<file path="config.mk">
export PLATFORM = sky130hd
export DESIGN_NAME = sync_frame_deframer_sum8
export DESIGN_NICKNAME = d
export VERILOG_FILES = /design/src/sfd_pkg.sv /design/src/sfd_ram.sv /design/src/sfd_front.sv /design/src/sfd_fifo.sv /design/src/sfd_back.sv /design/src/sync_frame_deframer_sum8.sv
export VERILOG_INCLUDE_DIRS = /design/src /design/src/src
export SDC_FILE = /design/constraint.sdc
export NUM_CORES = 1
export LEC_CHECK = 0
export BUFFER_PORTS_ARGS = -buffer_cell sky130_fd_sc_hd__buf_2
export CORE_MARGIN = 2
export CORE_UTILIZATION = 40
export CTS_BUF_LIST = sky130_fd_sc_hd__clkbuf_8
export DETAILED_ROUTE_END_ITERATION = 10
export PLACE_DENSITY_LB_ADDON = 0.25
export SKIP_LAST_GASP = 1
export SLEW_MARGIN = 0
export SYNTH_ARGS = -nofsm -noshare
export SYNTH_HDL_FRONTEND = slang
export SYNTH_SLANG_ARGS = --single-unit
</file>
<file path="constraint.sdc">
create_clock -name clk -period 11.6 [get_ports clk]
set_clock_uncertainty 0.1 [all_clocks]
set_input_delay 2.32 -clock clk [delete_from_list [all_inputs] [get_ports clk]]
set_output_delay 2.32 -clock clk [all_outputs]
set_load 0.1 [all_outputs]
</file>
<file path="src/assert_macros.svh">
// Shared assertion helpers for the deframer.
`ifndef ASSERT_MACROS_SVH
`define ASSERT_MACROS_SVH

// Same-cycle implication, disabled while in reset.
`define SFD_ASSERT_IMP(lbl, clk, rst_n, ante, cons) \
  lbl: assert property (@(posedge clk) disable iff (!rst_n) (ante) |-> (cons)) \
    else $error("assertion failed: same-cycle implication");

// Next-cycle implication, disabled while in reset.
`define SFD_ASSERT_NXT(lbl, clk, rst_n, ante, cons) \
  lbl: assert property (@(posedge clk) disable iff (!rst_n) (ante) |=> (cons)) \
    else $error("assertion failed: next-cycle implication");

`endif

</file>
<file path="src/sfd_pkg.sv">
package sfd_pkg;

  localparam int MAX_PAYLOAD_DEF = 32;

  // Two payload banks, so at most two finished frames wait for replay.
  localparam int DESC_SLOTS = 2;

  localparam int CFG_IDX_W = 2;
  localparam logic [CFG_IDX_W-1:0] CFG_SYNC_FIRST  = 2'd0;
  localparam logic [CFG_IDX_W-1:0] CFG_SYNC_REPORT = 2'd1;
  localparam logic [CFG_IDX_W-1:0] CFG_SYNC_ACK    = 2'd2;

  localparam logic [7:0] SYNC_FIRST_RST  = 8'd85;
  localparam logic [7:0] SYNC_REPORT_RST = 8'd85;
  localparam logic [7:0] SYNC_ACK_RST    = 8'd175;

  typedef struct packed {
    logic full;
    logic empty;
  } fifo_stat_t;

endpackage

</file>
<file path="src/sfd_ram.sv">
module sfd_ram #(
  parameter int WIDTH = 8,
  parameter int DEPTH = 64
) (
  input  logic                     clk,
  input  logic                     wr_en,
  input  logic [$clog2(DEPTH)-1:0] wr_addr,
  input  logic [WIDTH-1:0]         wr_data,
  input  logic                     rd_en,
  input  logic [$clog2(DEPTH)-1:0] rd_addr,
  output logic [WIDTH-1:0]         rd_data
);

  logic [WIDTH-1:0] mem [DEPTH];
  logic [WIDTH-1:0] rd_data_r;

  always_ff @(posedge clk) begin
    if (wr_en) begin
      mem[wr_addr] <= wr_data;
    end
    if (rd_en) begin
      rd_data_r <= mem[rd_addr];
    end
  end

  assign rd_data = rd_data_r;

endmodule

</file>
<file path="src/sfd_front.sv">
module sfd_front #(
  parameter int MAX_PAYLOAD = sfd_pkg::MAX_PAYLOAD_DEF,
  parameter int LEN_W       = $clog2(MAX_PAYLOAD + 1),
  parameter int IDX_W       = (MAX_PAYLOAD > 1) ? $clog2(MAX_PAYLOAD) : 1,
  parameter int DESC_W      = LEN_W + 9
) (
  input  logic                          clk,
  input  logic                          rst_n,
  input  logic                          cfg_we,
  input  logic [sfd_pkg::CFG_IDX_W-1:0] cfg_index,
  input  logic [7:0]                    cfg_data,
  input  logic                          push,
  output logic                          full,
  input  logic [7:0]                    in_rx_byte,
  input  logic                          queue_full,
  output logic                          desc_push,
  output logic [DESC_W-1:0]             desc_data,
  output logic                          ram_wr_en,
  output logic [IDX_W:0]                ram_wr_addr,
  output logic [7:0]                    ram_wr_data
);
  import sfd_pkg::*;

  localparam logic [2:0] ST_HUNT  = 3'd0;
  localparam logic [2:0] ST_SYNC2 = 3'd1;
  localparam logic [2:0] ST_ID    = 3'd2;
  localparam logic [2:0] ST_LEN   = 3'd3;
  localparam logic [2:0] ST_DATA  = 3'd4;
  localparam logic [2:0] ST_SUM   = 3'd5;

  logic [7:0]       sync_first_r, sync_report_r, sync_ack_r;
  logic [2:0]       state_r, state_nxt;
  logic [7:0]       sum_r, sum_nxt;
  logic [LEN_W-1:0] taken_r, taken_nxt;
  logic [LEN_W-1:0] len_r, len_nxt;
  logic [7:0]       id_r, id_nxt;
  logic             ack_r, ack_nxt;
  logic             bank_r, bank_nxt;
  logic             accept;
  logic [LEN_W-1:0] taken_inc;

  assign full      = queue_full;
  assign accept    = push && !queue_full;
  assign taken_inc = taken_r + LEN_W'(1);
  assign desc_data = {ack_r, id_r, len_r};

  always_ff @(posedge clk) begin
    if (!rst_n) begin
      sync_first_r  <= SYNC_FIRST_RST;
      sync_report_r <= SYNC_REPORT_RST;
      sync_ack_r    <= SYNC_ACK_RST;
    end else if (cfg_we) begin
      case (cfg_index)
        CFG_SYNC_FIRST:  sync_first_r  <= cfg_data;
        CFG_SYNC_REPORT: sync_report_r <= cfg_data;
        CFG_SYNC_ACK:    sync_ack_r    <= cfg_data;
        default: ;
      endcase
    end
  end

  always_comb begin
    state_nxt   = state_r;
    sum_nxt     = sum_r;
    taken_nxt   = taken_r;
    len_nxt     = len_r;
    id_nxt      = id_r;
    ack_nxt     = ack_r;
    bank_nxt    = bank_r;
    desc_push   = 1'b0;
    ram_wr_en   = 1'b0;
    ram_wr_addr = {bank_r, taken_r[IDX_W-1:0]};
    ram_wr_data = in_rx_byte;
    if (accept) begin
      case (state_r)
        ST_HUNT: begin
          if (in_rx_byte == sync_first_r) begin
            state_nxt = ST_SYNC2;
          end
          sum_nxt = in_rx_byte;
        end
        ST_SYNC2: begin
          if (in_rx_byte == sync_report_r || in_rx_byte == sync_ack_r) begin
            ack_nxt   = (in_rx_byte != sync_report_r);
            state_nxt = ST_ID;
          end else begin
            state_nxt = ST_HUNT;
          end
          sum_nxt = sum_r + in_rx_byte;
        end
        ST_ID: begin
          id_nxt    = in_rx_byte;
          state_nxt = ST_LEN;
          sum_nxt   = sum_r + in_rx_byte;
        end
        ST_LEN: begin
          if (in_rx_byte <= 8'(MAX_PAYLOAD)) begin
            len_nxt   = LEN_W'(in_rx_byte);
            taken_nxt = '0;
            state_nxt = (in_rx_byte != 8'd0) ? ST_DATA : ST_SUM;
            sum_nxt   = sum_r + in_rx_byte;
          end else begin
            state_nxt = ST_HUNT;
          end
        end
        ST_DATA: begin
          ram_wr_en = (taken_r < LEN_W'(MAX_PAYLOAD));
          taken_nxt = taken_inc;
          sum_nxt   = sum_r + in_rx_byte;
          if (taken_inc >= len_r) begin
            state_nxt = ST_SUM;
          end
        end
        ST_SUM: begin
          // Good frame: hand it to replay and fill the other bank next.
          if (sum_r == in_rx_byte) begin
            desc_push = 1'b1;
            bank_nxt  = ~bank_r;
          end
          state_nxt = ST_HUNT;
        end
        default: state_nxt = ST_HUNT;
      endcase
    end
  end

  always_ff @(posedge clk) begin
    if (!rst_n) begin
      state_r <= ST_HUNT;
      sum_r   <= '0;
      taken_r <= '0;
      len_r   <= '0;
      id_r    <= '0;
      ack_r   <= 1'b0;
      bank_r  <= 1'b0;
    end else begin
      state_r <= state_nxt;
      sum_r   <= sum_nxt;
      taken_r <= taken_nxt;
      len_r   <= len_nxt;
      id_r    <= id_nxt;
      ack_r   <= ack_nxt;
      bank_r  <= bank_nxt;
    end
  end

endmodule

</file>
<file path="src/sfd_fifo.sv">
`include "assert_macros.svh"

module sfd_fifo #(
  parameter int WIDTH = 15
) (
  input  logic                clk,
  input  logic                rst_n,
  input  logic                wr_en,
  input  logic [WIDTH-1:0]    wr_data,
  input  logic                rd_en,
  output logic [WIDTH-1:0]    rd_data,
  output sfd_pkg::fifo_stat_t stat
);
  import sfd_pkg::*;

  logic [WIDTH-1:0] slot_r [DESC_SLOTS];
  logic             wr_ptr_r, rd_ptr_r;
  logic [1:0]       cnt_r, cnt_nxt;

  assign stat.full  = (cnt_r == 2'(DESC_SLOTS));
  assign stat.empty = (cnt_r == 2'd0);
  assign rd_data    = slot_r[rd_ptr_r];

  always_comb begin
    cnt_nxt = cnt_r;
    if (wr_en && !rd_en) begin
      cnt_nxt = cnt_r + 2'd1;
    end else if (rd_en && !wr_en) begin
      cnt_nxt = cnt_r - 2'd1;
    end
  end

  always_ff @(posedge clk) begin
    if (wr_en) begin
      slot_r[wr_ptr_r] <= wr_data;
    end
  end

  always_ff @(posedge clk) begin
    if (!rst_n) begin
      wr_ptr_r <= 1'b0;
      rd_ptr_r <= 1'b0;
      cnt_r    <= 2'd0;
    end else begin
      if (wr_en) begin
        wr_ptr_r <= ~wr_ptr_r;
      end
      if (rd_en) begin
        rd_ptr_r <= ~rd_ptr_r;
      end
      cnt_r <= cnt_nxt;
    end
  end

  `SFD_ASSERT_IMP(a_no_overflow, clk, rst_n, wr_en, !stat.full)
  `SFD_ASSERT_IMP(a_no_underflow, clk, rst_n, rd_en, !stat.empty)
  `SFD_ASSERT_IMP(a_cnt_bound, clk, rst_n, 1'b1, cnt_r <= 2'(DESC_SLOTS))

endmodule

</file>
<file path="src/sfd_back.sv">
`include "assert_macros.svh"

module sfd_back #(
  parameter int MAX_PAYLOAD = sfd_pkg::MAX_PAYLOAD_DEF,
  parameter int LEN_W       = $clog2(MAX_PAYLOAD + 1),
  parameter int IDX_W       = (MAX_PAYLOAD > 1) ? $clog2(MAX_PAYLOAD) : 1,
  parameter int DESC_W      = LEN_W + 9
) (
  input  logic                clk,
  input  logic                rst_n,
  input  logic [DESC_W-1:0]   desc_data,
  input  sfd_pkg::fifo_stat_t queue_stat,
  output logic                desc_pop,
  output logic                ram_rd_en,
  output logic [IDX_W:0]      ram_rd_addr,
  input  logic [7:0]          ram_rd_data,
  output logic                empty,
  input  logic                pop,
  output logic                out_frame_kind,
  output logic [7:0]          out_message_id,
  output logic [5:0]          out_payload_length,
  output logic [7:0]          out_payload_byte,
  output logic [4:0]          out_byte_index,
  output logic                out_last
);
  import sfd_pkg::*;

  logic [LEN_W-1:0] d_len;
  logic [7:0]       d_id;
  logic             d_ack;
  logic             busy_r, busy_nxt;
  logic             rd_wait_r, rd_wait_nxt;
  logic [IDX_W-1:0] k_r, k_nxt;
  logic             bank_r, bank_nxt;
  logic             valid_r, valid_nxt;
  logic             pop_ok, load, is_last;
  logic             kind_r;
  logic [7:0]       id_r, byte_r;
  logic [5:0]       len_r;
  logic [4:0]       idx_r;
  logic             last_r;

  assign d_len   = desc_data[LEN_W-1:0];
  assign d_id    = desc_data[LEN_W+7:LEN_W];
  assign d_ack   = desc_data[LEN_W+8];
  assign pop_ok  = pop && valid_r;
  assign load    = rd_wait_r && (!valid_r || pop_ok);
  assign is_last = (d_len == '0) || ((LEN_W'(k_r) + LEN_W'(1)) == d_len);

  always_comb begin
    busy_nxt    = busy_r;
    rd_wait_nxt = rd_wait_r;
    k_nxt       = k_r;
    bank_nxt    = bank_r;
    valid_nxt   = valid_r;
    desc_pop    = 1'b0;
    ram_rd_en   = 1'b0;
    ram_rd_addr = {bank_r, k_r};
    if (!busy_r && !queue_stat.empty) begin
      busy_nxt    = 1'b1;
      k_nxt       = '0;
      ram_rd_en   = 1'b1;
      ram_rd_addr = {bank_r, {IDX_W{1'b0}}};
      rd_wait_nxt = 1'b1;
    end
    if (load) begin
      valid_nxt = 1'b1;
      if (is_last) begin
        // Release the descriptor and its bank to the parser.
        busy_nxt    = 1'b0;
        rd_wait_nxt = 1'b0;
        desc_pop    = 1'b1;
        bank_nxt    = ~bank_r;
      end else begin
        k_nxt       = k_r + IDX_W'(1);
        ram_rd_en   = 1'b1;
        ram_rd_addr = {bank_r, k_r + IDX_W'(1)};
        rd_wait_nxt = 1'b1;
      end
    end else if (pop_ok) begin
      valid_nxt = 1'b0;
    end
  end

  always_ff @(posedge clk) begin
    if (load) begin
      kind_r <= d_ack;
      id_r   <= d_id;
      len_r  <= 6'(d_len);
      byte_r <= (d_len == '0) ? 8'd0 : ram_rd_data;
      idx_r  <= 5'(k_r);
      last_r <= is_last;
    end
  end

  always_ff @(posedge clk) begin
    if (!rst_n) begin
      busy_r    <= 1'b0;
      rd_wait_r <= 1'b0;
      k_r       <= '0;
      bank_r    <= 1'b0;
      valid_r   <= 1'b0;
    end else begin
      busy_r    <= busy_nxt;
      rd_wait_r <= rd_wait_nxt;
      k_r       <= k_nxt;
      bank_r    <= bank_nxt;
      valid_r   <= valid_nxt;
    end
  end

  assign empty              = !valid_r;
  assign out_frame_kind     = kind_r;
  assign out_message_id     = id_r;
  assign out_payload_length = len_r;
  assign out_payload_byte   = byte_r;
  assign out_byte_index     = idx_r;
  assign out_last           = last_r;

  `SFD_ASSERT_IMP(a_busy_has_desc, clk, rst_n, busy_r, !queue_stat.empty)
  `SFD_ASSERT_IMP(a_wait_in_busy, clk, rst_n, rd_wait_r, busy_r)
  `SFD_ASSERT_NXT(a_last_frees, clk, rst_n, load && is_last, !busy_r && !rd_wait_r)

endmodule

</file>
<file path="src/sync_frame_deframer_sum8.sv">
// Input: one byte per cycle unless full (two good frames held for replay).
// A good frame's descriptor is queued, then RAM reads feed the output register.
// Replay: one result per cycle while popped, set by the single RAM read port.
// Frames are double-buffered, so parsing runs on while the previous one replays.
// Reset (rst_n low, synchronous): parser hunts, queue and output are empty,
// sync registers return to 85, 85 and 175; the payload RAM is not cleared.
module sync_frame_deframer_sum8 #(
  parameter int MAX_PAYLOAD = sfd_pkg::MAX_PAYLOAD_DEF
) (
  input  logic                          clk,
  input  logic                          rst_n,
  input  logic                          cfg_we,
  input  logic [sfd_pkg::CFG_IDX_W-1:0] cfg_index,
  input  logic [7:0]                    cfg_data,
  input  logic                          push,
  output logic                          full,
  input  logic [7:0]                    in_rx_byte,
  output logic                          empty,
  input  logic                          pop,
  output logic                          out_frame_kind,
  output logic [7:0]                    out_message_id,
  output logic [5:0]                    out_payload_length,
  output logic [7:0]                    out_payload_byte,
  output logic [4:0]                    out_byte_index,
  output logic                          out_last
);
  import sfd_pkg::*;

  localparam int LEN_W  = $clog2(MAX_PAYLOAD + 1);
  localparam int IDX_W  = (MAX_PAYLOAD > 1) ? $clog2(MAX_PAYLOAD) : 1;
  localparam int DESC_W = LEN_W + 9;

  fifo_stat_t        queue_stat;
  logic              desc_push, desc_pop;
  logic [DESC_W-1:0] desc_wr, desc_rd;
  logic              ram_wr_en, ram_rd_en;
  logic [IDX_W:0]    ram_wr_addr, ram_rd_addr;
  logic [7:0]        ram_wr_data, ram_rd_data;

  sfd_front #(
    .MAX_PAYLOAD(MAX_PAYLOAD), .LEN_W(LEN_W), .IDX_W(IDX_W), .DESC_W(DESC_W)
  ) u_front (
    .clk        (clk),
    .rst_n      (rst_n),
    .cfg_we     (cfg_we),
    .cfg_index  (cfg_index),
    .cfg_data   (cfg_data),
    .push       (push),
    .full       (full),
    .in_rx_byte (in_rx_byte),
    .queue_full (queue_stat.full),
    .desc_push  (desc_push),
    .desc_data  (desc_wr),
    .ram_wr_en  (ram_wr_en),
    .ram_wr_addr(ram_wr_addr),
    .ram_wr_data(ram_wr_data)
  );

  sfd_fifo #(.WIDTH(DESC_W)) u_fifo (
    .clk    (clk),
    .rst_n  (rst_n),
    .wr_en  (desc_push),
    .wr_data(desc_wr),
    .rd_en  (desc_pop),
    .rd_data(desc_rd),
    .stat   (queue_stat)
  );

  sfd_ram #(.WIDTH(8), .DEPTH(2 ** (IDX_W + 1))) u_ram (
    .clk    (clk),
    .wr_en  (ram_wr_en),
    .wr_addr(ram_wr_addr),
    .wr_data(ram_wr_data),
    .rd_en  (ram_rd_en),
    .rd_addr(ram_rd_addr),
    .rd_data(ram_rd_data)
  );

  sfd_back #(
    .MAX_PAYLOAD(MAX_PAYLOAD), .LEN_W(LEN_W), .IDX_W(IDX_W), .DESC_W(DESC_W)
  ) u_back (
    .clk               (clk),
    .rst_n             (rst_n),
    .desc_data         (desc_rd),
    .queue_stat        (queue_stat),
    .desc_pop          (desc_pop),
    .ram_rd_en         (ram_rd_en),
    .ram_rd_addr       (ram_rd_addr),
    .ram_rd_data       (ram_rd_data),
    .empty             (empty),
    .pop               (pop),
    .out_frame_kind    (out_frame_kind),
    .out_message_id    (out_message_id),
    .out_payload_length(out_payload_length),
    .out_payload_byte  (out_payload_byte),
    .out_byte_index    (out_byte_index),
    .out_last          (out_last)
  );

endmodule
</file>
==> reports/results.env, run 1 <==
SETUP_VIOL=0
ANTENNA_VIOL_NETS_FINAL=0
PIN_COUNT=54
TOTAL_NETS_AFTER_SYNTHESIS=2172
CTS.HTREE.LEVELS=3
DP_HPWL_UM=43100
INITIAL_UTILIZATION=0.402
SYN-INSTANCE-COUNT=2132
DR.FIRST_ITER.DRC_COUNT=1683
CHIPHEIGHT_UM=263
WIRE_PER_INST_UM=22.6
SYNTH_TOP_AREA_FRAC=0.647
SYNTH.LARGEST_AREA_CELL='edfxtp_1'
CP-START-KIND='primary input'
CLOCK.FMAX_GHz=0.165
LAYOUT.NETS=2230
SYNTH_SEQ_AREA_SHARE=0.700
GRT_START_MAX_NET_PINS=155
DETAILROUTE.WIRELENGTH.MET3_UM=5350
SYNTHESIS.AREA_PER_INSTANCE_UM2=12.6
FINAL_NUMBER_OF_HOLD_VIOLATING_ENDPOINTS=0
CLOCKROOTBUFFER='clkbuf_8'
WL_UM=71300
IR_WORST_VDD_V=0.0000864
SYNTH_TOP_CELLS_BY_AREA='edfxtp_1 (65%), nand2_1 (6.7%), dfxtp_1 (5.3%)'
INTERNAL_POWER_uW=3740
DETAIL_ROUTE.VIAS_PER_CELL=5.49
DESIGN.CORE.AREA_UM2=66800
DRT-PASS1-ITER-COUNT=5
NETLIST_TOP_CELLS_COUNT='edfxtp_1 (579), nand2_1 (479), nand3_1 (190), nor2_1 (148), mux2i_1 (80)'
TIMING.CRITICAL_PATH.FANOUT_MAX=93
WORSTPATHARRIVAL_NS=6.46
WORST_SETUP_HOLD_PATH_CLK_SLEW_NS=0.07
CLOCK_LATENCY_NS=0.72
LAYOUT-AREA-OVERHEAD-VS-SYNTH_PCT=11.6
SHARE_OF_POST_ROUTE_CELLS_WITH_DRIVE_STRENGTH_ABOVE_1=0.118
FINAL.FILL_COUNT=5983
GRT-OVFL-TOTAL=0
LAYOUT_WORST_PATH_CYCLE_SHARE=0.524
YS.WARNINGS.COUNT=0
COMBINATIONALPOWERSHARE=0.105
PWR-SHARE-CLK=0.382
SYNTH_CELL_TYPES=61
CTS_BUFFERS=104
CLOCK_TREE_FROM_TRITONCTS='done'
SYNTH_ENABLE_FLOP_CELLS=579
RUN_STATUS='complete, no violations'
GRT_PASS1_VIAS=17100
DIE_WIDTH_UM=263
P_SEQ_FRAC=0.513
ASYNCSETRESETFLOPFRACSYNTH=0
FINAL_UTIL=0.449
MIN_PERIOD_NS=6.07
BUFFER_PORTS.INSERTED=53
SETUP_REPAIR_AFTER_GLOBAL_ROUTING_MISSED_ITS_MARGIN='false'
FINAL_LAYOUT_SETUP_TOTAL_NEGATIVE_SLACK_NS=0
SWITCHING_SHARE=0.264
HP-CLASS='flip-flop to flip-flop'
ENDPOINT_KIND='flip-flop'
TIMING_MAX_TRANSITION_VIOLATIONS_FINAL=0
CTS_SETUP_BUFFERS=0
GLOBALPLACE.CONGESTION=0.830
YOSYSMOSTFREQUENTCELL='edfxtp_1'
WIRELENGTH_MET1_UM=29200
TRITONCTS_NUM_SINKS=650
POST_SYNTH_INSTANCE_AREA_UM2=26900
DETAIL_ROUTE.DRC_VIOLATIONS=0
GRT_PASS1_WL_UM=107000
POWER_DENSITY_nW_PER_UM2=169
CTS.HOLD.BUFFERS_ADDED=0
STATIC-LEAKAGE-POWER_uW=0.0106
MULTI_INPUT_GATE_AREA_UM2=7460
INITIAL_ANTENNA_VIOLATION_COUNT=5
MAX_CAP_VIOL_COUNT=0
GR-USAGE-ALL-LAYERS=0.204
DIE_AREA_UM2=69300
FLOORPLAN.ROWS=95
MAX_SLEW_MARGIN=0.172
POWER.SWITCHING_uW=1340
MET2_LENGTH_UM=34000
CTSRESIZECOUNT=0
DR_TOTAL_VIAS=17300
REGISTER_AREA_UM2=18800
SETUP.WORST_PATH.CLASS='primary input to flip-flop'
SYNTH_TOP_FLOP_CELL='edfxtp_1'
WORST-ENDPOINT-REQUIRED_NS=11.98
CLOCK_PATH_BUFFERS=3
HIGHEST_ROUTED_LAYER='met5'
MAX_SLEW.WORST_PIN.SLEW_NS=1.24
POSTSYNTHREGISTERBITS=650
## cell families after synthesis
group	synth area share
fa+ha+maj	0.00819
mux	0.0403
xor+xnor	0.0160
simple gates	0.155
flops	0.700
compound gates	0.0562
buf+inv	0.0249
## area by class of cell
cell class              count  area share
flip-flops and latches    650       0.627
multi-input cells        1329       0.248
clock buffers             110      0.0505
well taps                 873      0.0364
clock inverters            85      0.0182
repair buffers             83      0.0168
inverters                  22     0.00275
diodes                      1   0.0000834
## path summary, 6_finish.rpt
path / start / depth (start not counted) / slack [ns] / endpoint
worst max register to register: u_back.k_r[0] / 13 / 5.70 / u_ram.rd_data[3]
worst min-delay path: u_front.id_r[1] / 0 / 0.36 / u_fifo.slot_r[1][7]
worst min register to register: u_front.id_r[1] / 0 / 0.36 / u_fifo.slot_r[1][7]
worst max-delay path: pop / 12 / 5.53 / u_ram.rd_data[3]
## cells in the final DEF (no fill, tap or decap), types with 17 or more instances in the layout
master / instances
inv_1: 61
buf_4: 29
nand3_1: 190
and3_1: 37
a31oi_1: 41
mux2_2: 19
xor2_1: 19
dfxtp_1: 71
clkbuf_8: 110
a22oi_1: 17
nand2_1: 478
buf_2: 53
a21oi_1: 50
clkinv_1: 21
xnor2_1: 30
nor2_1: 148
mux2i_1: 80
edfxtp_1: 579
## critical path, cell delays in order
cell and delay [ns]:
buf_2 0.07, nand2b_1 0.11, and2_1 0.39, and3b_1 0.30, a21oi_2 0.17, a21oi_4 0.18
buf_4 0.85, buf_4 0.81, mux4_2 0.61, o2111ai_1 0.19, a311oi_1 0.13, and3_1 0.19
## state kept, by name (all words and copies together), names as in the netlist, 6 cells and up, named ones only
register                   count
u_back.out_message_id          8
u_back.out_payload_byte        8
u_back.out_payload_length      6
u_fifo.slot_r                 30
u_front.id_r                   8
u_front.len_r                  6
u_front.sum_r                  8
u_front.sync_ack_r             8
u_front.sync_first_r           8
u_front.sync_report_r          8
u_front.taken_r                6
u_ram.mem                    512
u_ram.rd_data                  8
## layer usage
metal / global-route usage / up-vias
met5: 0 / -
met4: 0.0941 / 4
met3: 0.0384 / 146
met2: 0.330 / 668
met1: 0.268 / 8563
li1: - / 7928
## power groups by stage
stage	Clock (µW)	Combinational, µW	Sequential (µW)
after CTS	1970	536	2610
after global routing	2080	573	2610
after floorplan	0	290	2730
after detailed placement	0	535	2650
after global placement	0	525	2650
final	1940	534	2610
## through the flow
stage / std cells / power, µW / instance area (µm²) / hold slack, ns / worst slack (ns)
2_1_floorplan: 2132 / 3020 / 26900 / 0.306 / 5.84
3_3_place_gp: 2957 / 3180 / 27900 / 0.331 / 4.98
3_5_place_dp: 2957 / 3190 / 27900 / 0.341 / 4.85
4_1_cts: 3152 / 5110 / 30000 / 0.366 / 5.66
5_1_grt: 3153 / 5260 / 30000 / 0.373 / 5.27
6_report: 3153 / 5080 / 30000 / 0.365 / 5.53
(Power assumes the default switching activity.)
==> inputs of run 2 (changes only) <==
==> constraint.sdc (replaced) <==
create_clock -name clk -period 4.9 [get_ports clk]
set_clock_uncertainty 0.1 [all_clocks]
set_input_delay 0.98 -clock clk [delete_from_list [all_inputs] [get_ports clk]]
set_output_delay 0.98 -clock clk [all_outputs]
set_load 0.1 [all_outputs]
==> run 2 against run 1 <==
Net effect:
- critical path depth up 1
- global-route usage grew 0.71 points
- final cell count up 1.7%
- worst hold slack worse by 0.015 ns
- utilization is 0.59 points higher
- setup slack got worse by 5.3 ns
- wire length grew 4.1%
- flip-flop and latch count unchanged
- largest cell class unchanged
- highest routed layer is now met4
==> reports/results.env, run 2 (same netlist as run 1, synthesis figures left out) <==
DR.FIRST_ITER.DRC_COUNT=1933  # +15%
INITIAL_ANTENNA_VIOLATION_COUNT=4  # -1
WL_UM=74200  # +4.1%
PIN_COUNT=54  # unchanged
WORSTPATHARRIVAL_NS=5.09  # -1.37 ns
ANTENNA_VIOL_NETS_FINAL=0  # unchanged
CLOCK_LATENCY_NS=0.69  # -0.03 ns
PRE_CTS_SLACK_NS=0.261  # -4.59 ns
BUFFER_PORTS.INSERTED=53  # unchanged
CTS.HOLD.BUFFERS_ADDED=0  # unchanged
CHIPHEIGHT_UM=263  # unchanged
FINAL_NUMBER_OF_HOLD_VIOLATING_ENDPOINTS=0  # unchanged
DETAIL_ROUTE.DRC_VIOLATIONS=0  # unchanged
LAYOUT-AREA-OVERHEAD-VS-SYNTH_PCT=13.1
HP-CLASS='flip-flop to flip-flop'
MIN_PERIOD_NS=4.69
ENDPOINT_KIND='flip-flop'
DP_HPWL_UM=46400  # +7.8%
LAYOUT.NETS=2292  # +2.8%
FLOORPLAN.ROWS=95  # unchanged
IR_WORST_VDD_V=0.000158  # +83%
GRT_PASS1_WL_UM=110000  # +3.2%
TIMING.CRITICAL_PATH.FANOUT_MAX=37  # -60%
STATIC-LEAKAGE-POWER_uW=0.0109  # +2.2%
CLOCK_TREE_FROM_TRITONCTS='done'
GRT_START_MAX_NET_PINS=74  # -52%
GR-USAGE-ALL-LAYERS=0.211  # +0.00707
GLOBALPLACE.CONGESTION=0.865  # +4.2%
FINAL_LAYOUT_SETUP_TOTAL_NEGATIVE_SLACK_NS=0  # unchanged
RUN_STATUS='complete, no violations'
WIRE_PER_INST_UM=23.1  # +2.3%
SETUP_VIOL=0  # unchanged
FINAL_UTIL=0.455  # +0.00590
DIE_WIDTH_UM=263  # unchanged
CTS_BUFFERS=103  # -0.96%
CTS.HTREE.LEVELS=3  # unchanged
INITIAL_UTILIZATION=0.402  # unchanged
DRT-PASS1-ITER-COUNT=6  # +1
DR_TOTAL_VIAS=17700  # +2.2%
MAX_SLEW.WORST_PIN.SLEW_NS=1.24  # -0.00263 ns
WORST-ENDPOINT-REQUIRED_NS=5.30  # -6.68 ns
TIMING.HOLD.WS_NS=0.350  # -0.0145 ns
SHARE_OF_POST_ROUTE_CELLS_WITH_DRIVE_STRENGTH_ABOVE_1=0.138  # +0.0196
LAYOUT_WORST_PATH_CYCLE_SHARE=0.957
CLOCKROOTBUFFER='clkbuf_8'
DIE_AREA_UM2=69300  # unchanged
MAX_SLEW_MARGIN=0.170  # -0.00130
POWER_DENSITY_nW_PER_UM2=389  # +130%
TIMING_MAX_TRANSITION_VIOLATIONS_FINAL=0  # unchanged
LARGEST_REGISTER='u_ram.mem'
CP-START-KIND='flip-flop'
CLOCK_PATH_BUFFERS=3  # unchanged
LEADING_CELL_TYPES_IN_THE_LAYOUT_FILL_AND_TAPS_EXCLUDED='edfxtp_1 (579), nand2_1 (478), nand3_1 (190)'
TRITONCTS_NUM_SINKS=650  # unchanged
MAX_CAP_VIOL_COUNT=0  # unchanged
DETAIL_ROUTE.VIAS_PER_CELL=5.51  # +0.45%
GRT_PASS1_VIAS=17600  # +2.7%
REG.LARGEST.LIST='u_ram.mem: 512 flops, u_fifo.slot_r: 30 flops'
MOSTFREQUENTLAYOUTCELL='edfxtp_1'
NUMBER_OF_FLIP_FLOPS_IN_THE_LARGEST_REGISTER=512  # unchanged
SETUP_REPAIR_AFTER_GLOBAL_ROUTING_MISSED_ITS_MARGIN='false'
CTS_SETUP_BUFFERS=0  # unchanged
SETUP.WORST_PATH.CLASS='flip-flop to flip-flop'
DESIGN.CORE.AREA_UM2=66800  # unchanged
WORST_SETUP_HOLD_PATH_CLK_SLEW_NS=0.06  # about the same
CLOCK.FMAX_GHz=0.213
GRT-OVFL-TOTAL=0  # unchanged
FINAL.SETUP.WORST_SLACK_NS=0.213  # -5.31 ns
## run 2: stage by stage
stage	cell area [µm²]	instances	power [µW]
after floorplan	26900	2132	7160
after CTS	30400	3204	11900
after global routing	30400	3207	12200
after global placement	28500	3019	7620
final	30400	3207	11800
after detailed placement	28500	3019	7630
## run 2: area by class of cell
class	instances	area, µm²
antenna	2	5.00
clock buffer	105	1450
clock inverter	80	437
fill	6039	36400
inverter	22	82.6
multi-input combinational	1330	7460
sequential	650	18800
tap	873	1090
timing repair buffer	145	1070
## run 2: timing repair
| action | in CTS | in global routing |
|---|---|---|
| hold endpoints to repair | 0 | 0 |
| resized for setup | 0 | 1 |
| endpoints found under the setup margin | 0 | 4 |
## run 2: critical path, stage by stage (launching register included)
cell	delay, ns
dfxtp_1	0.38
ha_1	0.45
nand3_1	0.22
xnor2_1	0.19
or3_1	0.37
a2111oi_2	0.54
a211o_4	0.56
buf_12	0.27
nand2_1	0.07
nand3_1	0.10
nand3_1	0.14
and3_1	0.22
nor3_1	0.52
nor4b_2	0.32
## run 2: worst paths after layout
kind | startpoint | to | slack [ns] | cells after the start
max reg2reg | u_back.k_r[1] | u_ram.rd_data[2] | 0.21 | 13
min | u_front.id_r[7] | u_fifo.slot_r[1][13] | 0.35 | 0
min reg2reg | u_front.id_r[7] | u_fifo.slot_r[1][13] | 0.35 | 0
max | u_back.k_r[1] | u_ram.rd_data[2] | 0.21 | 13
## run 2: per-layer routing
metal	up-vias	wire length [µm]	GRT usage	part of all wire
met1	8793	30200	0.275	0.41
met5	-	0	0	0
met2	714	36300	0.350	0.49
met4	0	2080	0.0786	0.028
met3	143	5630	0.0432	0.076
li1	8035	-	-	-
## run 2: report_power, final
part / internal [µW] / switching (µW)
Combinational: 368 / 997
Clock: 2190 / 2120
Sequential: 6110 / 43.2
